--- src/ecmm_ram.sv ---
// Generic single-port RAM with a registered read.
// Depends on nothing; every byte bank of the block is one instance.
`timescale 1ns / 1ps

module ecmm_ram #(
    parameter int WIDTH = 8,
    parameter int DEPTH = 256
) (
    input  logic                     clk,
    input  logic                     we,
    input  logic                     re,
    input  logic [$clog2(DEPTH)-1:0] addr,
    input  logic [WIDTH-1:0]         wdata,
    output logic [WIDTH-1:0]         rdata
);

    logic [WIDTH-1:0] mem_array [DEPTH];
    logic [WIDTH-1:0] rdata_reg;

    // Write port and registered read port share one address.
    always_ff @(posedge clk) begin
        if (we) begin
            mem_array[addr] <= wdata;
        end
        if (re) begin
            rdata_reg <= mem_array[addr];
        end
    end

    assign rdata = rdata_reg;

endmodule

--- config.mk ---
export PLATFORM = sky130hd
export DESIGN_NAME = ecmm_ram
export DESIGN_NICKNAME = d
export VERILOG_FILES = /design/src/ecmm_ram.sv
export SDC_FILE = /design/constraint.sdc
export NUM_CORES = 2
export LEC_CHECK = 0
export ABC_AREA = 1
export BUFFER_PORTS_ARGS = -buffer_cell sky130_fd_sc_hd__buf_4
export CAP_MARGIN = 0
export CORE_MARGIN = 2
export CORE_UTILIZATION = 57
export DETAILED_ROUTE_END_ITERATION = 8
export PLACE_DENSITY = 0.75
export SYNTH_ARGS = -nofsm -noshare
export SYNTH_HDL_FRONTEND = slang
export SYNTH_SLANG_ARGS = --single-unit
--- constraint.sdc ---
create_clock -name clk -period 2.2 [get_ports clk]
set_input_delay 0.33 -clock clk [delete_from_list [all_inputs] [get_ports clk]]
set_output_delay 0.33 -clock clk [all_outputs]
set_load 0.01 [all_outputs]
==> flow_metrics.env <==
export IMPL_outcome="completed"
export IMPL_ant_nets=0
export IMPL_grt_pass1_vias=58766
export IMPL_synth_top_area_cell="edfxtp_1"
export IMPL_synthMuxAreaShare_pct=0
export IMPL_cp_max_fo=1
export IMPL_port_buffers=26
export IMPL_die_x_um=390
export IMPL_io_pins=27
export IMPL_place_congestion=0.931
export IMPL_final_nets=8581
export IMPL_cts_buffers=197
export IMPL_synth_compound_area_share_pct=1.13
export IMPL_insertion_delay_ns=0.84
export IMPL_drt_iter0_drc=8901
export IMPL_track_usage_pct=30.7
export IMPL_wl_um=233000
export IMPL_first_pass_iters=9
export IMPL_worst_slew_pin_slew_ns=0.917
export IMPL_hold_violations=0
export IMPL_drcViolationCount=0
export IMPL_avgSynthCellArea_sq_um=10.6
export IMPL_largest_reg_flops=2048
export IMPL_period_minus_slack_ns=2.18
export IMPL_fin_area_sq_um=98900
export IMPL_grt_overflow_total=0
export IMPL_cts_root_buf="clkbuf_16"
export IMPL_rsz0062_at_grt="no"
export IMPL_hpwl_um=147000
export IMPL_synthTopCellsByArea="edfxtp_1 (73%), nand2_1 (21%), nor2_1 (1.6%)"
export IMPL_critPathLaunchType="flip-flop"
export IMPL_synth_commonest_cells="nand2_1 (4,770), edfxtp_1 (2,056), nor2_1 (361)"
export IMPL_synth_most_common_cell="nand2_1"
export IMPL_swShare_pct=22.4
export IMPL_drive_gt1_share_pct=11.9
export IMPL_syn_cell_area_sq_um=84900
export IMPL_fin_tns_setup_ns=0
export IMPL_clkPwrFrac_pct=40.0
export IMPL_synth_xor_area_share_pct=0
export IMPL_critPathArrivalTime_ns=2.76
export IMPL_die_area_sq_um=152000
export IMPL_async_reset_ff_share_pct=0
export IMPL_yosys_area_share_adder_pct=0
export IMPL_synth_top_family_by_area="simple AND/OR/NAND/NOR gates"
export IMPL_slew_headroom_pct=38.6
export IMPL_post_cts_buffers=0
export IMPL_vias=60313
export IMPL_p_comb_share_pct=6.7
export IMPL_ys_ff_latch=2056
export IMPL_yosysSeqAreaShare_pct=72.7
export IMPL_synth_top_area_share_pct=72.7
export IMPL_power_frac_seq_pct=53.3
export IMPL_grt_pass1_wl_um=350000
export IMPL_max_cap_violations=0
export IMPL_critPathCaptureType="flip-flop"
export IMPL_maxSlewViolCount=0
export IMPL_yosys_area_share_simple_pct=23.8
export IMPL_ys_flop_type="edfxtp_1"
export IMPL_min_path_type="in2reg"
export IMPL_fin_skew_ns=0.0379
export IMPL_power_density_nw_per_um2=821
export IMPL_grt_start_max_net_pins=96
export IMPL_yosysWarnings=0
export IMPL_initial_core_util_pct=57.5
export IMPL_synth_distinct_cells=17
export IMPL_clkTransAtPathRegs_ns=0.06
export IMPL_fp_row_count=141
export IMPL_fmax_mhz=459
export IMPL_required_ns=2.78
export IMPL_power_leakage_nw=40.3
export IMPL_cts_sinks=2056
export IMPL_areaGrowthSynthToFinish_pct=16.4
export IMPL_place_area_sq_um=92600
export IMPL_antenna_found_initial=7
export IMPL_internal_power_w=0.0630
export IMPL_postSynthNetCount=8040
export IMPL_irDropWorstVdd_v=0.000963
export IMPL_p_sw_w=0.0182
export IMPL_period_share_pct=98.9
export IMPL_cts_path_max_buffers=3
export IMPL_die_h_um=390
export IMPL_syn_inst=8021
export IMPL_htreeDepth=4
export IMPL_synth_edff_count=2056
export IMPL_setup_violations=0
export IMPL_via_per_inst=5.66
export IMPL_design_core_area_sq_um=148000
export IMPL_wl_per_cell_um=21.8
export IMPL_critPathKind="reg2reg"
export IMPL_cts_tree="done"
## what timing repair did
action,4_1_cts,5_1_grt
endpoints found under the hold margin,228,0
hold buffers,9,0
pin swaps,0,1
resized for setup,8,12
setup endpoints to repair,4,5
## worst paths after layout
path                                        start       end  slack, ns  cells past startpoint
worst min register to register   mem_array[59][4]  rdata[4]       0.97                     10
worst max-delay path            mem_array[149][4]  rdata[4]       0.02                     12
worst min-delay path                      addr[7]  rdata[2]       0.27                      6
worst max register to register  mem_array[149][4]  rdata[4]       0.02                     12
## power by group through the flow
stage	Combinational [W]	Clock [W]	Sequential, W
after global placement	0.00518	0	0.0441
after global routing	0.00583	0.0341	0.0432
final	0.00543	0.0325	0.0432
after floorplan	0.00246	0	0.0441
after CTS	0.00533	0.0327	0.0432
after detailed placement	0.00526	0	0.0441
## per-layer routing
| layer | wire, um | up-vias | global-route usage, % |
|---|---|---|---|
| met5 | 34 | - | 0 |
| met4 | 10400 | 6 | 13.3 |
| met3 | 25400 | 582 | 5.85 |
| met2 | 109000 | 3510 | 48.3 |
| met1 | 88400 | 28766 | 42.0 |
| li1 | - | 27449 | - |
## metrics by stage
step | instances | util [%] | hold slack [ns] | worst slack (ns) | power, W
floorplan | 8021 | - | 0.429 | 0.0297 | 0.0465
global placement | 10284 | 62.6 | 0.581 | -1.00 | 0.0492
detailed placement | 10284 | 62.6 | 0.584 | -1.02 | 0.0493
CTS | 10650 | 66.9 | 0.224 | 0.0150 | 0.0812
global route | 10650 | 66.9 | 0.282 | 0.00234 | 0.0832
finish | 10654 | 66.9 | 0.272 | 0.0236 | 0.0812
## critical path: stages (launching register included)
cell and delay, ns:
edfxtp_1 0.37, nand2_1 0.10, nand2_1 0.07, nand2_1 0.06
nand2_1 0.07, nand2_1 0.06, nand2_1 0.08, o21ai_0 0.32
nand2_2 0.18, nor2_2 0.19, nor2_1 0.14, nor2_4 0.22
nand2_1 0.08
## cells by family (layout without fill, tap and decap cells)
| family | after synthesis | in the layout |
|---|---|---|
| buffers and inverters | 452 | 1151 |
| DFF | 2056 | 2056 |
| other | 0 | 4 |
| AOI/OAI and AO/OA | 192 | 192 |
| and+or+nand+nor | 5321 | 5321 |
## area by class of cell
type,instances,area [sq um]
multi-input cells,5513,21300
diodes,4,10.0
repair buffers,759,7150
flip-flops and latches,2056,61700
well taps,1930,2410
clock inverters,111,881
clock buffers,246,5240
inverters,35,165
fillers,10391,49000
## cells in the final DEF, fill, tap and decap left out, drive strengths merged
cell         netlist  layout
a21oi             32      32
buf              247     750
bufinv             0      12
clkbuf           170     246
clkinv             0      83
clkinvlp           0       9
diode              0       4
dlygate4sd3        0       9
edfxtp          2056    2056
inv               35      42
nand2           4771    4771
nand3            188     188
nor2             362     362
o21ai            160     160
No activity file was read; power rests on OpenSTA's default activity.
