[src/ecmm_pkg.sv]
// Types and constants of the emulated processor memory map.
// Depends on nothing; used by every module of the block but ecmm_ram.
`timescale 1ns / 1ps

package ecmm_pkg;

    // Access operations carried in each input word.
    typedef enum logic [1:0] {
        OP_DATA_READ  = 2'd0,
        OP_DATA_WRITE = 2'd1,
        OP_FETCH      = 2'd2,
        OP_LOAD       = 2'd3
    } op_t;

    // Configuration register indexes.
    localparam int CFG_INDEX_W = 3;
    localparam logic [CFG_INDEX_W-1:0] CFG_INSTR_BASE  = 3'd0;
    localparam logic [CFG_INDEX_W-1:0] CFG_DATA_BASE   = 3'd1;
    localparam logic [CFG_INDEX_W-1:0] CFG_GETC_BASE   = 3'd2;
    localparam logic [CFG_INDEX_W-1:0] CFG_PUTC_BASE   = 3'd3;
    localparam logic [CFG_INDEX_W-1:0] CFG_PORT_WINDOW = 3'd4;

    // Reset values of the configuration registers.
    localparam logic [31:0] RST_INSTR_BASE  = 32'h1000_0000;
    localparam logic [31:0] RST_DATA_BASE   = 32'h2000_0000;
    localparam logic [31:0] RST_GETC_BASE   = 32'h3000_0000;
    localparam logic [31:0] RST_PUTC_BASE   = 32'h3000_0004;
    localparam logic [4:0]  RST_PORT_WINDOW = 5'd4;

    // Byte counts used for the normalized access length.
    localparam logic [2:0] COUNT_ONE  = 3'd1;
    localparam logic [2:0] COUNT_WORD = 3'd4;

    // Outcome of one access, decided at issue and finished at response.
    typedef enum logic [2:0] {
        ACC_FAULT    = 3'd0,
        ACC_CON_IN   = 3'd1,
        ACC_CON_END  = 3'd2,
        ACC_CON_OUT  = 3'd3,
        ACC_DATA_RD  = 3'd4,
        ACC_INSTR_RD = 3'd5,
        ACC_QUIET    = 3'd6
    } acc_kind_t;

    typedef struct packed {
        logic [31:0] instr_base;
        logic [31:0] data_base;
        logic [31:0] getc_base;
        logic [31:0] putc_base;
        logic [4:0]  port_window;
    } cfg_t;

    typedef struct packed {
        op_t         operation;
        logic [31:0] address;
        logic [2:0]  byte_count;
        logic [31:0] write_data;
        logic [7:0]  console_in_byte;
        logic        console_in_end;
    } mem_req_t;

    typedef struct packed {
        logic [31:0] read_data;
        logic        fault;
        logic        console_in_taken;
        logic        console_out_valid;
        logic [7:0]  console_out_byte;
    } mem_rsp_t;

    // Control handed from the issue stage to the response stage.
    typedef struct packed {
        acc_kind_t   kind;
        logic [1:0]  lane;
        logic [2:0]  count;
        logic [7:0]  con_byte;
    } rsp_ctl_t;

endpackage

[src/ecmm_assemble.sv]
// Response-stage assembly: gathers the bank read bytes in big-endian
// order and forms the result word. Depends on ecmm_pkg.
`timescale 1ns / 1ps

module ecmm_assemble (
    input  ecmm_pkg::rsp_ctl_t ctl,
    input  logic [7:0]         instr_q [4],
    input  logic [7:0]         data_q  [4],
    output ecmm_pkg::mem_rsp_t rsp
);

    logic [31:0] gathered;

    // Byte i of the span comes from bank (lane + i) and lands right aligned.
    always_comb begin
        logic [1:0] pos;
        logic [1:0] shift_k;
        gathered = 32'd0;
        for (int i = 0; i < 4; i++) begin
            pos     = ctl.lane + 2'(i);
            shift_k = 2'(ctl.count - 3'd1 - 3'(i));
            if (3'(i) < ctl.count) begin
                gathered[{shift_k, 3'b000} +: 8] =
                    (ctl.kind == ecmm_pkg::ACC_INSTR_RD) ? instr_q[pos] : data_q[pos];
            end
        end
    end

    // Result fields by access outcome.
    always_comb begin
        rsp = '0;
        case (ctl.kind)
            ecmm_pkg::ACC_FAULT: begin
                rsp.fault = 1'b1;
            end
            ecmm_pkg::ACC_CON_IN: begin
                rsp.read_data        = {24'd0, ctl.con_byte};
                rsp.console_in_taken = 1'b1;
            end
            ecmm_pkg::ACC_CON_END: begin
                rsp.read_data = '1;
            end
            ecmm_pkg::ACC_CON_OUT: begin
                rsp.console_out_valid = 1'b1;
                rsp.console_out_byte  = ctl.con_byte;
            end
            ecmm_pkg::ACC_DATA_RD, ecmm_pkg::ACC_INSTR_RD: begin
                rsp.read_data = gathered;
            end
            default: begin
                rsp = '0;
            end
        endcase
    end

endmodule

[config.mk]
export PLATFORM = sky130hd
export DESIGN_NAME = ecmm_assemble
export DESIGN_NICKNAME = d
export VERILOG_FILES = /design/src/ecmm_pkg.sv /design/src/ecmm_assemble.sv
export SDC_FILE = /design/constraint.sdc
export NUM_CORES = 1
export LEC_CHECK = 0
export BUFFER_PORTS_ARGS = -buffer_cell sky130_fd_sc_hd__buf_4
export CORE_MARGIN = 4
export CORE_UTILIZATION = 54
export DETAILED_ROUTE_END_ITERATION = 12
export PLACE_DENSITY = 0.9
export SLEW_MARGIN = 30
export SYNTH_ARGS = -nofsm -noshare
export SYNTH_HDL_FRONTEND = slang
export SYNTH_SLANG_ARGS = --single-unit
[constraint.sdc]
create_clock -name vclk -period 2.8
set_input_delay 0.28 -clock vclk [all_inputs]
set_output_delay 0.28 -clock vclk [all_outputs]
set_load 0.1 [all_outputs]
==> results.md <==
* Static leakage at 0.00178 uW
* Top Usage Layer GRT: met2
* Syn-to-layout area delta at 33.5%
* Final GP Congestion at slightly below 1
* Die X at 89.8 um
* M3 GR Usage at 5.18%
* Post-synth top area cell: mux4_2
* CP Launch Type: input pin
* Post-cts sizing count at 0
* First-pass GRT wire length at between 20000 and 25000 um
* DP Area at 4820 um2
* Initial Util at between 50% and 60%
* Most area-consuming cells after synthesis: mux4_2 (39%), mux2_2 (11%), a22oi_1 (7.9%)
* Die height at 89.8 um
* TritonRoute pass-1 iters at 6
* Core ar. at between 6000 and 7000 um2
* Number of diodes at 0
* Post-Syn Nets at 435
* Max VDD drop at between 0.1 and 0.15 mV
* Largest net degree at the start of global routing at 37
* WS Path Type: input pin to primary output
* Via count of the routed design at between 4000 and 5000
* Hold endpoint: rsp[10]
* Max-slew headroom at 55.8%
* Sequential cell count at 0
* Final non-filler cell total at 547
* WP data arrival at 2.43 ns
* Fmax at 369 MHz
* Vias in the first global route at ~4000
* Share of cells above drive strength 1 at between 60% and 70%
* Slew Limit Fails at 0
* Via/cell ratio at 7.63
* Worst hold slack at between 0.9 and 1 ns
* Final core occ at 75.0%
* Ports at about 120
* Final Setup Violations at 0
* Synth cell types at 43
* Req. time, crit path at 2.52 ns
* Final hold vios at 0
* Critical Path Sink Type: primary output
* Mapped Area at around 3600 um2
* WL final at 13200 um
* Detailed placement HPWL at 10700 um
* Cells after synthesis at 347
* CP Max Fanout at 15
* Top cell type's share of synthesized area at 38.7%
* HP Class: input pin to primary output
* # rows at 29
* Die footprint at 8060 um2
* Status: finished, final reports clean
* PortBufs at 123
* Met1 usage at 43.7%
* 1st-iter DRT viols at 512
* Transition time of the tightest slew-check pin at 0.656 ns
* Overflow after GRT at 0
* Hold buffers post-CTS at 0
* GRT Total Usage at 31.2%
* Crit share post-route at between 90% and 100%
* DRC viols at 0
* Fin nets at 560
* WL/cell at around 24 um
* Synth warn at 0
* Post-route cell area at slightly below 5000 um2
* Setup bufs post-CTS at 0
* Hold depth at 3
* Sequential-to-total area share from yosys stat at 0%
* RSZ-0062 raised after global routing: no
* Antenna-violating nets left at 0
* Initial antenna violation count at 0
* # clk buffers at 0
* Tmin final at 2.71 ns
* Synthesized area per cell at 10.4 um2
* Pwr per Cell Area at slightly above 200 nW/um2
* Placed insts at 547
* Worst hold path startpoint: ctl[14]
* Grt met2 use at approximately half
* Maximum capacitance violations at 0
* FF/Latch Area at 0 um2
[cell usage in the layout, fill, tap and decap left out, types with 10 or more instances in the layout]
master and n:
buf_4 151, mux4_2 62, a22oi_1 38, mux2_2 36, o211ai_1 18, nand2_1 15
a32oi_1 15, and2_1 12, a21oi_1 12, nand3_1 11, nor2_1 10
[worst max path at each step]
stage | from | to | slack (ns) | depth (start not counted)
2_1_floorplan | ctl[9] | rsp[37] | -0.65 | 7
3_3_place_gp | ctl[8] | rsp[41] | 0.21 | 9
3_5_place_dp | ctl[8] | rsp[40] | 0.14 | 9
4_1_cts | ctl[8] | rsp[40] | 0.12 | 9
5_1_grt | ctl[8] | rsp[40] | 0.03 | 9
6_report | ctl[8] | rsp[40] | 0.09 | 9
[final cells by class]
type                            count  area [um2]
Timing Repair Buffer              155        1210
Tap cell                           77        96.3
Multi-Input combinational cell    310        3480
Fill cell                         448        1600
Inverter                            5        28.8
[routing by layer]
metal / part of all wire, % / vias to the layer above / wire (um)
li1: - / 1760 / -
met1: 38 / 2008 / 5030
met2: 47 / 367 / 6230
met3: 12 / 41 / 1600
met4: 2.4 / 0 / 318
met5: 0 / - / 0
[synth_stat cells (all sizes together)]
cell type  instances
a32oi             15
nand3b             4
nor2              11
o21a               2
inv                5
a311oi             3
ha                 8
nor3               8
a221oi             1
o21ai              6
buf               24
a31oi              3
a21o               8
or3b               3
o211ai            18
mux2              37
nand3             11
a21oi             18
o21bai             3
nand2             15
nor2b              3
and2              12
a41oi              1
a2111oi            4
a211oi             2
mux4              64
nor3b              2
clkbuf             8
nand2b             5
a22oi             38
nor4b              2
nor4               3
[power by group]
part           switching, uW  total (uW)  internal, uW  leakage (uW)
clock network              0           0             0             0
registers                  0           0             0             0
logic                    603        1000           397       0.00178
total                    603        1000           397       0.00178
[per-stage QoR]
step | setup WS, ns | TNS, ns | power, uW
after CTS | 0.124 | 0 | 983
after global routing | 0.0305 | 0 | 1050
after floorplan | -0.647 | -9.36 | 697
after global placement | 0.210 | 0 | 956
after detailed placement | 0.137 | 0 | 979
final | 0.0914 | 0 | 1000
[worst max-delay path: stages]
cell and delay (ns):
buf_4 0.18, inv_4 0.07, ha_4 0.24, or3b_4 0.45, a2111oi_4 0.31, buf_4 0.21, a22oi_1 0.07, o211ai_1 0.26
buf_4 0.35
[cell families after synthesis]
logic type / count (synthesis) / share of synthesized area (%)
buffers and inverters: 37 / 6.20
multiplexers: 101 / 51.8
adder cells (fa/ha/maj): 8 / 2.77
AND/OR/NAND/NOR: 79 / 13.1
AO/OA/AOI/OAI: 122 / 26.1
Power figures use the tool's default switching activity.
