**src/ecmm_pkg.sv**
```systemverilog
// Types and constants of the emulated processor memory map.
// Depends on nothing; used by every module of the block but ecmm_ram.
`timescale 1ns / 1ps

package ecmm_pkg;

    // Access operations carried in each input word.
    typedef enum logic [1:0] {
        OP_DATA_READ  = 2'd0,
        OP_DATA_WRITE = 2'd1,
        OP_FETCH      = 2'd2,
        OP_LOAD       = 2'd3
    } op_t;

    // Configuration register indexes.
    localparam int CFG_INDEX_W = 3;
    localparam logic [CFG_INDEX_W-1:0] CFG_INSTR_BASE  = 3'd0;
    localparam logic [CFG_INDEX_W-1:0] CFG_DATA_BASE   = 3'd1;
    localparam logic [CFG_INDEX_W-1:0] CFG_GETC_BASE   = 3'd2;
    localparam logic [CFG_INDEX_W-1:0] CFG_PUTC_BASE   = 3'd3;
    localparam logic [CFG_INDEX_W-1:0] CFG_PORT_WINDOW = 3'd4;

    // Reset values of the configuration registers.
    localparam logic [31:0] RST_INSTR_BASE  = 32'h1000_0000;
    localparam logic [31:0] RST_DATA_BASE   = 32'h2000_0000;
    localparam logic [31:0] RST_GETC_BASE   = 32'h3000_0000;
    localparam logic [31:0] RST_PUTC_BASE   = 32'h3000_0004;
    localparam logic [4:0]  RST_PORT_WINDOW = 5'd4;

    // Byte counts used for the normalized access length.
    localparam logic [2:0] COUNT_ONE  = 3'd1;
    localparam logic [2:0] COUNT_WORD = 3'd4;

    // Outcome of one access, decided at issue and finished at response.
    typedef enum logic [2:0] {
        ACC_FAULT    = 3'd0,
        ACC_CON_IN   = 3'd1,
        ACC_CON_END  = 3'd2,
        ACC_CON_OUT  = 3'd3,
        ACC_DATA_RD  = 3'd4,
        ACC_INSTR_RD = 3'd5,
        ACC_QUIET    = 3'd6
    } acc_kind_t;

    typedef struct packed {
        logic [31:0] instr_base;
        logic [31:0] data_base;
        logic [31:0] getc_base;
        logic [31:0] putc_base;
        logic [4:0]  port_window;
    } cfg_t;

    typedef struct packed {
        op_t         operation;
        logic [31:0] address;
        logic [2:0]  byte_count;
        logic [31:0] write_data;
        logic [7:0]  console_in_byte;
        logic        console_in_end;
    } mem_req_t;

    typedef struct packed {
        logic [31:0] read_data;
        logic        fault;
        logic        console_in_taken;
        logic        console_out_valid;
        logic [7:0]  console_out_byte;
    } mem_rsp_t;

    // Control handed from the issue stage to the response stage.
    typedef struct packed {
        acc_kind_t   kind;
        logic [1:0]  lane;
        logic [2:0]  count;
        logic [7:0]  con_byte;
    } rsp_ctl_t;

endpackage

```
**src/ecmm_decode.sv**
```systemverilog
// Issue-stage decode: length normalization, region and window checks,
// bank rows, write lanes and byte steering. Depends on ecmm_pkg.
`timescale 1ns / 1ps

module ecmm_decode #(
    parameter int INSTR_BYTES_LOG2 = 16,
    parameter int DATA_BYTES_LOG2  = 16
) (
    input  ecmm_pkg::mem_req_t           req,
    input  ecmm_pkg::cfg_t               cfg,
    output logic [INSTR_BYTES_LOG2-3:0]  instr_row [4],
    output logic [DATA_BYTES_LOG2-3:0]   data_row  [4],
    output logic [7:0]                   bank_byte [4],
    output logic [3:0]                   instr_we,
    output logic [3:0]                   data_we,
    output logic                         instr_re,
    output logic                         data_re,
    output ecmm_pkg::rsp_ctl_t           ctl
);

    localparam int IROW_W = INSTR_BYTES_LOG2 - 2;
    localparam int DROW_W = DATA_BYTES_LOG2 - 2;
    localparam logic [32:0] INSTR_SIZE = 33'd1 << INSTR_BYTES_LOG2;
    localparam logic [32:0] DATA_SIZE  = 33'd1 << DATA_BYTES_LOG2;

    logic [2:0]  count;
    logic [32:0] span_end;
    logic [32:0] getc_end;
    logic [32:0] putc_end;
    logic        touch_in;
    logic        touch_out;
    logic        in_data;
    logic        in_instr;
    logic [31:0] ioff;
    logic [31:0] doff;
    logic [IROW_W-1:0] irow;
    logic [DROW_W-1:0] drow;
    logic [1:0]  ilane;
    logic [1:0]  dlane;
    logic [1:0]  wlane;
    logic [3:0]  lane_mask;

    // Normalize the access length.
    always_comb begin
        if (req.operation == ecmm_pkg::OP_FETCH || req.operation == ecmm_pkg::OP_LOAD) begin
            count = ecmm_pkg::COUNT_WORD;
        end else if (req.byte_count == 3'd0) begin
            count = ecmm_pkg::COUNT_ONE;
        end else if (req.byte_count > ecmm_pkg::COUNT_WORD) begin
            count = ecmm_pkg::COUNT_WORD;
        end else begin
            count = req.byte_count;
        end
    end

    // Span and window checks, computed without wrap at the top of the space.
    assign span_end  = {1'b0, req.address} + 33'(count);
    assign getc_end  = {1'b0, cfg.getc_base} + 33'(cfg.port_window);
    assign putc_end  = {1'b0, cfg.putc_base} + 33'(cfg.port_window);
    assign touch_in  = (cfg.port_window != 5'd0) && ({1'b0, req.address} < getc_end)
                       && ({1'b0, cfg.getc_base} < span_end);
    assign touch_out = (cfg.port_window != 5'd0) && ({1'b0, req.address} < putc_end)
                       && ({1'b0, cfg.putc_base} < span_end);
    assign in_data   = (req.address >= cfg.data_base)
                       && (span_end <= {1'b0, cfg.data_base} + DATA_SIZE);
    assign in_instr  = (req.address >= cfg.instr_base)
                       && (span_end <= {1'b0, cfg.instr_base} + INSTR_SIZE);

    // Region offsets split into a starting row and a starting byte lane.
    assign ioff  = req.address - cfg.instr_base;
    assign doff  = req.address - cfg.data_base;
    assign irow  = ioff[INSTR_BYTES_LOG2-1:2];
    assign drow  = doff[DATA_BYTES_LOG2-1:2];
    assign ilane = ioff[1:0];
    assign dlane = doff[1:0];
    assign wlane = (req.operation == ecmm_pkg::OP_LOAD) ? ilane : dlane;

    // Banks below the starting lane hold bytes of the following row.
    always_comb begin
        logic [1:0] pos;
        logic [1:0] shift_k;
        for (int b = 0; b < 4; b++) begin
            instr_row[b] = (2'(b) >= ilane) ? irow : irow + IROW_W'(1);
            data_row[b]  = (2'(b) >= dlane) ? drow : drow + DROW_W'(1);
            pos          = 2'(b) - wlane;
            shift_k      = 2'(count - 3'd1 - {1'b0, pos});
            lane_mask[b] = ({1'b0, pos} < count);
            bank_byte[b] = req.write_data[{shift_k, 3'b000} +: 8];
        end
    end

    // Access outcome and store enables.
    always_comb begin
        instr_we     = 4'b0000;
        data_we      = 4'b0000;
        instr_re     = 1'b0;
        data_re      = 1'b0;
        ctl.kind     = ecmm_pkg::ACC_FAULT;
        ctl.lane     = dlane;
        ctl.count    = count;
        ctl.con_byte = req.console_in_byte;
        unique case (req.operation)
            ecmm_pkg::OP_DATA_READ: begin
                if (touch_in) begin
                    ctl.kind = req.console_in_end ? ecmm_pkg::ACC_CON_END
                                                  : ecmm_pkg::ACC_CON_IN;
                end else if (in_data) begin
                    ctl.kind = ecmm_pkg::ACC_DATA_RD;
                    data_re  = 1'b1;
                end
            end
            ecmm_pkg::OP_DATA_WRITE: begin
                ctl.con_byte = req.write_data[7:0];
                if (touch_out) begin
                    ctl.kind = ecmm_pkg::ACC_CON_OUT;
                end else if (in_data) begin
                    ctl.kind = ecmm_pkg::ACC_QUIET;
                    data_we  = lane_mask;
                end
            end
            ecmm_pkg::OP_FETCH: begin
                ctl.lane = ilane;
                if (in_instr) begin
                    ctl.kind = ecmm_pkg::ACC_INSTR_RD;
                    instr_re = 1'b1;
                end
            end
            ecmm_pkg::OP_LOAD: begin
                ctl.lane = ilane;
                if (in_instr) begin
                    ctl.kind = ecmm_pkg::ACC_QUIET;
                    instr_we = lane_mask;
                end
            end
            default: begin
                ctl.kind = ecmm_pkg::ACC_FAULT;
            end
        endcase
    end

endmodule

```
**config.mk**
```make
export PLATFORM = sky130hd
export DESIGN_NAME = ecmm_decode
export DESIGN_NICKNAME = d
export VERILOG_FILES = /design/src/ecmm_pkg.sv /design/src/ecmm_decode.sv
export SDC_FILE = /design/constraint.sdc
export NUM_CORES = 1
export LEC_CHECK = 0
export BUFFER_PORTS_ARGS = -buffer_cell sky130_fd_sc_hd__buf_2
export CORE_MARGIN = 3
export CORE_UTILIZATION = 35
export DETAILED_ROUTE_END_ITERATION = 16
export GPL_ROUTABILITY_DRIVEN = 1
export PLACE_DENSITY = 0.61
export SYNTH_ARGS = -nofsm -noshare
export SYNTH_HDL_FRONTEND = slang
export SYNTH_SLANG_ARGS = --single-unit
```
**constraint.sdc**
```tcl
create_clock -name vclk -period 7.7
set_input_delay 1.155 -clock vclk [all_inputs]
set_output_delay 1.155 -clock vclk [all_outputs]
set_load 0.02 [all_outputs]
```
==> qor.txt, run 1 <==
Die W = 193 um
Drt total wl = 49,600 um
Status = finished, final reports clean
CTS Hold Buffers Added = 0
Post-CTS sizing = 0
Worst Max-Slew Pin Slew = 1.02 ns
Critical Path AT = 6.20 ns
Sequential power share = 0
Fmax = 136 MHz
Sequential share of the synthesized area = 0
DIE AREA = 37,100 sq um
Total chip power = 1.62 mW
Total gr overflow = 0
WP buf/inv = 6
Dominant cells by area after synthesis = ha_1 (28%), xnor2_1 (11%), mux4_2 (5.9%)
Post-Syn Area = 12,200 sq um
RSZ-0062 raised after global routing = false
Global-route wire length before repair = 72,500 um
RD Place Congestion = 1.00
Final Hold Viols = 0
Avg Vias per Cell = 5.62
Power per Cell Area = 110 nW/um^2
Number of distinct library cells after synthesis = 87
Initial Util = 0.359
Final setup fails = 0
Yosys top cell by area = ha_1
Placed Cells = 2,454
Max-slew violations = 0
Setup CP Type = in -> out
Initial antenna violation count = 6
Post-DP Area = 14,700 sq um
Final period utilization = 0.956
Die height = 193 um
CP Max Fanout = 5
Avg WL per Cell = 20.2 um
VDD IR max = 0.0916 mV
Rel. slew slack = 0.319
Yosys warning total = 0
Cell family with most CP delay = compound AO/OA/AOI/OAI gates
Clock share of power = 0
Core box area = 34,000 sq um
# IOs = 381
Req. time, crit path = 6.55 ns
Fin crit period = 7.36 ns
Flip-flop and latch count = 0
DR vias = 13,830
Setup crit end kind = output pin
Post-CTS Setup Bufs = 0
Net Sw Frac = 0.619
DP HPWL = 44,200 um
Nets@finish = 2,498
Area delta synth->final = 20.8%
Int Pwr = 0.617 mW
DRC = 0
Final cell count without fillers = 2,459
Switch Pwr = 1.00 mW
Pin count of the biggest net entering global routing = 33
GRT Util Overall = 0.249
Largest stage delay on the critical path = 0.51 ns
Row Count = 67
Clock buffer count = 0
Fill count = 3,560
DR iter-0 viols = 765
Worst Hold Class = in -> out
Cell count after synthesis = 1,627
Setup TNS = 0 ns
Final ANT Viol Nets = 0
Fin area = 14,700 sq um
CP max stage cell = or4_1
Setup crit start kind = primary input
CP most frequent cell = buf_4
Vias in the first global route = 13,160
Layout cell share with drive strength beyond 1 = 0.237
Register Area = 0 sq um
Max Cap Viol = 0
Pre-Repair DR Iteration Count = 7
Leak = 7.32 nW
Hold WS = 2.62 ns
Combinational power share = 1.000
Yosys top cell area share = 0.282
Port Buffer Count = 381
Mean Syn Cell Area = 7.48 sq um
Mapped Nets = 2,117
[path summary, 6_finish.rpt]
path	to	cells after the start	startpoint
max	data_we[2]	25	req[43]
min	ctl[0]	4	req[1]
[layout make-up]
type / instances / area [sq um] / share of cell area
diodes: 5 / 12.5 / 0.000850
well taps: 448 / 561 / 0.0381
multi-input cells: 1462 / 11600 / 0.785
repair buffers: 400 / 2050 / 0.139
inverters: 144 / 541 / 0.0367
[power groups by stage]
stage	Clock, mW	Combinational (mW)	Sequential, mW
3_5_place_dp	0	1.61	0
6_report	0.0000000870	1.62	0
2_1_floorplan	0	1.08	0
5_1_grt	0.0000000695	1.76	0
3_3_place_gp	0	1.59	0
4_1_cts	0	1.62	0
[cell usage in the layout, fill, tap and decap left out, drive strengths merged, types with 7 or more instances in the layout]
cell type,n
or3,7
a211oi,20
inv,141
nor3,34
o21ai,65
xnor2,154
buf,400
o211ai,7
nor3b,7
nand4,52
nand2b,18
a21oi,85
ha,274
nor2,111
nor2b,20
and2,21
o21a,16
mux4,32
nand2,171
nand3,79
xor2,61
a21o,46
o21bai,8
nor4,21
a31oi,11
and3,44
and4,13
[routing by layer]
layer / routed length (um) / GRT usage / up-vias / share of wire
li1: - / - / 6700 / -
met1: 21000 / 0.315 / 6518 / 0.42
met2: 23800 / 0.448 / 533 / 0.48
met3: 3190 / 0.0202 / 77 / 0.064
met4: 1560 / 0.0765 / 2 / 0.032
met5: 13 / 0 / - / 0.00026
[kinds of logic after synthesis]
family / synth area share
AOI/OAI and AO/OA: 0.170
xor gates and xnor gates: 0.161
and+or+nand+nor: 0.263
muxes: 0.0644
buffers and inverters: 0.0515
adders and majority gates: 0.290
[cell usage after synthesis (4+ instances only)]
cell type and number:
a2111oi_0 4, a211o_1 4, a211oi_1 19, a21o_1 46, a21oi_1 85, a221o_1 4
a31oi_1 11, and2_1 20, and3_1 44, and4_1 11, clkbuf_1 17, fa_1 5
ha_1 274, inv_1 141, mux2i_1 5, mux4_2 32, nand2_1 171, nand2b_1 18
nand3_1 78, nand3b_1 4, nand4_1 49, nor2_1 110, nor2b_1 19, nor3_1 34
nor3b_1 6, nor4_1 19, o211ai_1 6, o21a_1 16, o21ai_0 59, o21ai_1 6
o21bai_1 8, o31ai_1 4, or2_2 5, or3_1 7, or4_1 4, xnor2_1 146
xnor2_2 8, xor2_1 58
[worst min-delay path, cell delays in order]
cell,delay (ns)
buf_2,0.08
nand2_1,0.04
nand2_1,0.05
buf_2,0.15
[through the flow]
stage	setup WS, ns	utilization
6_report	0.341	0.433
4_1_cts	0.231	0.433
3_5_place_dp	0.254	0.433
5_1_grt	0.0459	0.433
2_1_floorplan	0.274	-
3_3_place_gp	0.387	0.433
(Power assumes the default switching activity.)
==> run 2: changes to the inputs <==
--- a/config.mk
+++ b/config.mk
@@ -6,6 +6,7 @@
 export NUM_CORES = 1
 export LEC_CHECK = 0
 export BUFFER_PORTS_ARGS = -buffer_cell sky130_fd_sc_hd__buf_2
+export CORE_ASPECT_RATIO = 0.9
 export CORE_MARGIN = 3
 export CORE_UTILIZATION = 35
 export DETAILED_ROUTE_END_ITERATION = 16
==> run 2 against run 1 <==
Effect of this change:
- critical path depth down 1
- hold slack better by 0.016 ns
- sequential share of layout area is the same
- first-iteration DRC count increased by 23%
- combinational power hardly changed
- critical path type unchanged
- non-clock buffer count shrank 9
- final cell count increased by 0.20%
- utilization shrank 0.28 points
- fmax up 0.33%
- largest power group unchanged
==> qor.txt, run 2 (synthesis gave the netlist of run 1 again) <==
Status = finished, final reports clean
Largest stage delay on the critical path = 0.51 ns
WHS Endpoint = ctl[5]
DRC = 0
Fin crit period = 7.34 ns
Placed Cells = 2,458
GRT Util Overall = 0.248
CTS Hold Buffers Added = 0
Max-slew violations = 0
CP Max Fanout = 11
VDD IR max = 0.0902 mV
Setup crit end kind = output pin
Fmax = 136 MHz
DR iter-0 viols = 939
Commonest non-fill, non-tap cells in the layout = buf_2 (381), ha_1 (274), nand2_1 (171)
DR vias = 13,639
DIE AREA = 37,100 sq um
Setup TNS = 0 ns
Fill count = 3,555
Total chip power = 1.61 mW
Final setup fails = 0
RSZ-0062 raised after global routing = false
Critical Path AT = 6.18 ns
RD Place Congestion = 0.908
Req. time, crit path = 6.55 ns
Worst Hold Class = in -> out
Avg WL per Cell = 19.9 um
Core box area = 34,100 sq um
Row Count = 64
Clock buffer count = 0
Global-route wire length before repair = 73,400 um
Pin count of the biggest net entering global routing = 33
Drt total wl = 49,100 um
Register Area = 0 sq um
Final ANT Viol Nets = 0
CP max stage cell = or4_1
Worst Max-Slew Pin Slew = 0.953 ns
Port Buffer Count = 381
Setup CP Type = in -> out
Total gr overflow = 0
Max Cap Viol = 0
Rel. slew slack = 0.361
Critical-path cell list = buf_2 > nor2_1 > inv_1 > a21oi_2 > ha_1 > nand3_1 > nand2_1 > nand2b_1 > or2_2 > nor2_2 > and3_1 > xor2_2 > ha_1 > o21ai_0 > a21oi_1 > a221o_1 > or4_1 > o32ai_1 > buf_4 > o22ai_1 > a211oi_2 > buf_4 > o21a_1 > buf_2
Die W = 203 um
Initial Util = 0.357
DP HPWL = 44,100 um
# IOs = 381
Area delta synth->final = 20.6%
Layout cell share with drive strength beyond 1 = 0.235
Nets@finish = 2,489
Initial antenna violation count = 6
Vias in the first global route = 12,910
Most common cell after layout, fill and taps aside = buf_2
Leak = 7.28 nW
Avg Vias per Cell = 5.54
Power per Cell Area = 110 nW/um^2
Final Hold Viols = 0
Die height = 183 um
Pre-Repair DR Iteration Count = 5
Final cell count without fillers = 2,464
Flip-flop and latch count = 0
Setup crit start kind = primary input
Min-Delay Startpoint = req[6]
Fin util = 0.431
Final period utilization = 0.953
Worst Hold Depth = 4
Area of the multi-input gates = 11,600 sq um
[run 2: changes by cell type in the layout (fill, tap and decap cells not counted)]
cell,delta
a21oi_1,-1
a21oi_2,+1
buf_4,-9
nor3_1,-1
nor3_2,+1
xor2_1,-2
xor2_2,+2
[run 2: where the power goes]
| group | switching [mW] | internal, mW | leakage [nW] | total [mW] |
|---|---|---|---|---|
| sequential | 0 | 0 | 0 | 0 |
| clock | 0 | 0.0000000869 | 0.0000317 | 0.0000000869 |
| combinational | 1.00 | 0.614 | 7.28 | 1.61 |
[run 2: cell type report]
class,instances,area share
well taps,462,0.0393
inverters,144,0.0368
multi-input cells,1462,0.788
diodes,5,0.000852
repair buffers,391,0.135
[run 2: how the worst max path moves through the flow]
stage / slack, ns / endpoint / from
final: 0.36 / data_we[0] / req[77]
after global routing: 0.03 / data_we[2] / req[77]
after CTS: 0.03 / data_we[3] / req[77]
after detailed placement: 0.07 / data_we[3] / req[77]
after global placement: 0.26 / data_we[3] / req[77]
after floorplan: 0.27 / ctl[14] / req[77]
[run 2: routing by layer]
metal	global-route usage	vias up	wire (um)
met2	0.431	506	22900
met4	0.0463	0	1080
met1	0.343	6391	22300
met5	0	-	0
met3	0.0170	52	2880
li1	-	6690	-
[run 2: worst max-delay path, delay by kind of cell]
kind,cells,cell delay [ns]
AND/OR/NAND/NOR,8,1.89
AO/OA/AOI/OAI,8,1.56
buffers and inverters,5,0.84
adder cells (fa/ha/maj),2,0.49
XOR/XNOR,1,0.21
[run 2: repair_timing]
item,4_1_cts,5_1_grt
gates resized for setup,0,5
buffers inserted,0,1
endpoints found under the setup margin,0,7
[run 2: stage by stage]
step | setup slack (ns) | area, sq um | hold slack (ns)
floorplan | 0.274 | 12200 | 2.39
global placement | 0.260 | 14600 | 2.64
detailed placement | 0.0664 | 14600 | 2.64
CTS | 0.0329 | 14600 | 2.64
global route | 0.0279 | 14700 | 2.66
finish | 0.365 | 14700 | 2.64
==> run 3: changes to the inputs <==
--- a/config.mk
+++ b/config.mk
@@ -6,7 +6,7 @@
 export NUM_CORES = 1
 export LEC_CHECK = 0
 export BUFFER_PORTS_ARGS = -buffer_cell sky130_fd_sc_hd__buf_2
-export CORE_ASPECT_RATIO = 0.9
+export CORE_ASPECT_RATIO = 1.4
 export CORE_MARGIN = 3
 export CORE_UTILIZATION = 35
 export DETAILED_ROUTE_END_ITERATION = 16
==> run 3 against run 2 <==
Effect of this change:
- first-iteration DRC count fell by 30%
- fmax decreased by 0.96%
- power hardly changed
- non-clock buffer count is 6 higher
- global-route usage is 0.45 points lower
- sequential cell count is the same
- utilization fell by 0.13 points
- cell area hardly changed
- critical endpoint is now data_we[3]
- critical path depth shrank 2
==> qor.txt, run 3 (synthesis gave the netlist of run 1 again) <==
Rel. slew slack = 0.256
RSZ-0062 raised after global routing = false
GRT Util Overall = 0.244
Setup TNS = 0 ns
CP Max Fanout = 5
Avg Vias per Cell = 5.57
Drt total wl = 48,400 um
Req. time, crit path = 6.55 ns
Switch Pwr = 1.00 mW
VDD IR max = 0.0950 mV
Placed Cells = 2,454
Combinational power share = 1.000
Setup crit end kind = output pin
Final setup fails = 0
Met2 Routed Length = 24,600 um
DRC = 0
Critical Path AT = 6.25 ns
Layout cell share with drive strength beyond 1 = 0.236
DR iter-0 viols = 655
Port Buffer Count = 381
DR vias = 13,687
Max Cap Viol = 0
Clock share of power = 0
Net Sw Frac = 0.620
Met3 WL post-DR = 2370 um
Fmax = 135 MHz
Die height = 227 um
Area delta synth->final = 20.7%
Setup CP Type = in -> out
Avg WL per Cell = 19.7 um
Top sig layer = met4
Hold WS = 2.63 ns
Row Count = 80
Total gr overflow = 0
DP HPWL = 43,200 um
Global-route wire length before repair = 71,800 um
Commonest non-fill, non-tap cells in the layout = buf_2 (381), ha_1 (274), nand2_1 (171)
# IOs = 381
Worst Hold Class = in -> out
Final ANT Viol Nets = 0
RD Place Congestion = 0.918
Status = finished, final reports clean
Total chip power = 1.61 mW
DIE AREA = 37,100 sq um
Setup crit start kind = primary input
Initial Util = 0.356
Final cell count without fillers = 2,456
Flip-flop and latch count = 0
Leak = 7.31 nW
Core box area = 34,200 sq um
Clock buffer count = 0
Fin area = 14,700 sq um
Nets@finish = 2,495
CTS Hold Buffers Added = 0
Met1 Wirelength = 18,600 um
Sequential power share = 0
Int Pwr = 0.614 mW
Post-DP Area = 14,700 sq um
Fin crit period = 7.41 ns
Vias in the first global route = 13,304
Register Area = 0 sq um
Max-slew violations = 0
Worst Max-Slew Pin Slew = 1.11 ns
Pre-Repair DR Iteration Count = 5
Die W = 164 um
Initial antenna violation count = 1
Most common cell after layout, fill and taps aside = buf_2
Final Hold Viols = 0
Pin count of the biggest net entering global routing = 33
Final period utilization = 0.962
Power per Cell Area = 110 nW/um^2
Post-CTS Setup Bufs = 0
[run 3: cell count changes in the layout (fill, tap and decap cells not counted), sizes merged]
cell / before / now
diode: 5 / 2
buf: 391 / 397
[run 3: final cells by class]
class / instances / area [sq um]
multi-input combinational: 1462 / 11600
inverter: 144 / 541
fill: 3653 / 19500
tap: 451 / 564
timing repair buffer: 397 / 2030
antenna: 2 / 5.00
[run 3: stage by stage]
stage,setup WS [ns],utilization
after floorplan,0.274,-
after global placement,0.139,0.429
after detailed placement,0.000134,0.429
after CTS,0.146,0.429
after global routing,0.0316,0.429
final,0.294,0.429
[run 3: what timing repair did]
action,CTS,global route
endpoints found under the setup margin,2,6
pin swaps,0,1
resized for setup,1,1
gates cloned,0,0
[run 3: power by group through the flow]
stage                     Sequential (mW)  Combinational (mW)    Clock (mW)
after floorplan                         0                1.08             0
after global placement                  0                1.58             0
after detailed placement                0                1.60             0
after CTS                               0                1.61             0
after global routing                    0                1.76  0.0000000174
final                                   0                1.61  0.0000000349
[run 3: critical path, stage by stage]
cell and delay [ns]:
buf_2 0.11, nor2_1 0.16, inv_1 0.09, a21oi_2 0.27
ha_1 0.26, nand3_1 0.12, nand2_1 0.13, nand2b_1 0.14
or2_2 0.35, nor2_1 0.34, and3_1 0.23, xor2_1 0.20
ha_1 0.28, o21ai_0 0.16, a21oi_1 0.09, a221o_1 0.36
or4_1 0.53, o32ai_2 0.34, o22ai_1 0.16, a211oi_2 0.39
and2_1 0.21, buf_2 0.16
[run 3: path summary, 6_finish.rpt]
check                   start         end  slack (ns)  depth (start not counted)
worst min-delay path   req[2]      ctl[1]        2.63                          4
worst max-delay path  req[77]  data_we[3]        0.29                         22
[run 3: layer usage]
layer,vias to the layer above,track usage
met5,-,0
met4,0,0.121
met3,123,0.0225
met2,464,0.452
met1,6415,0.276
li1,6685,-
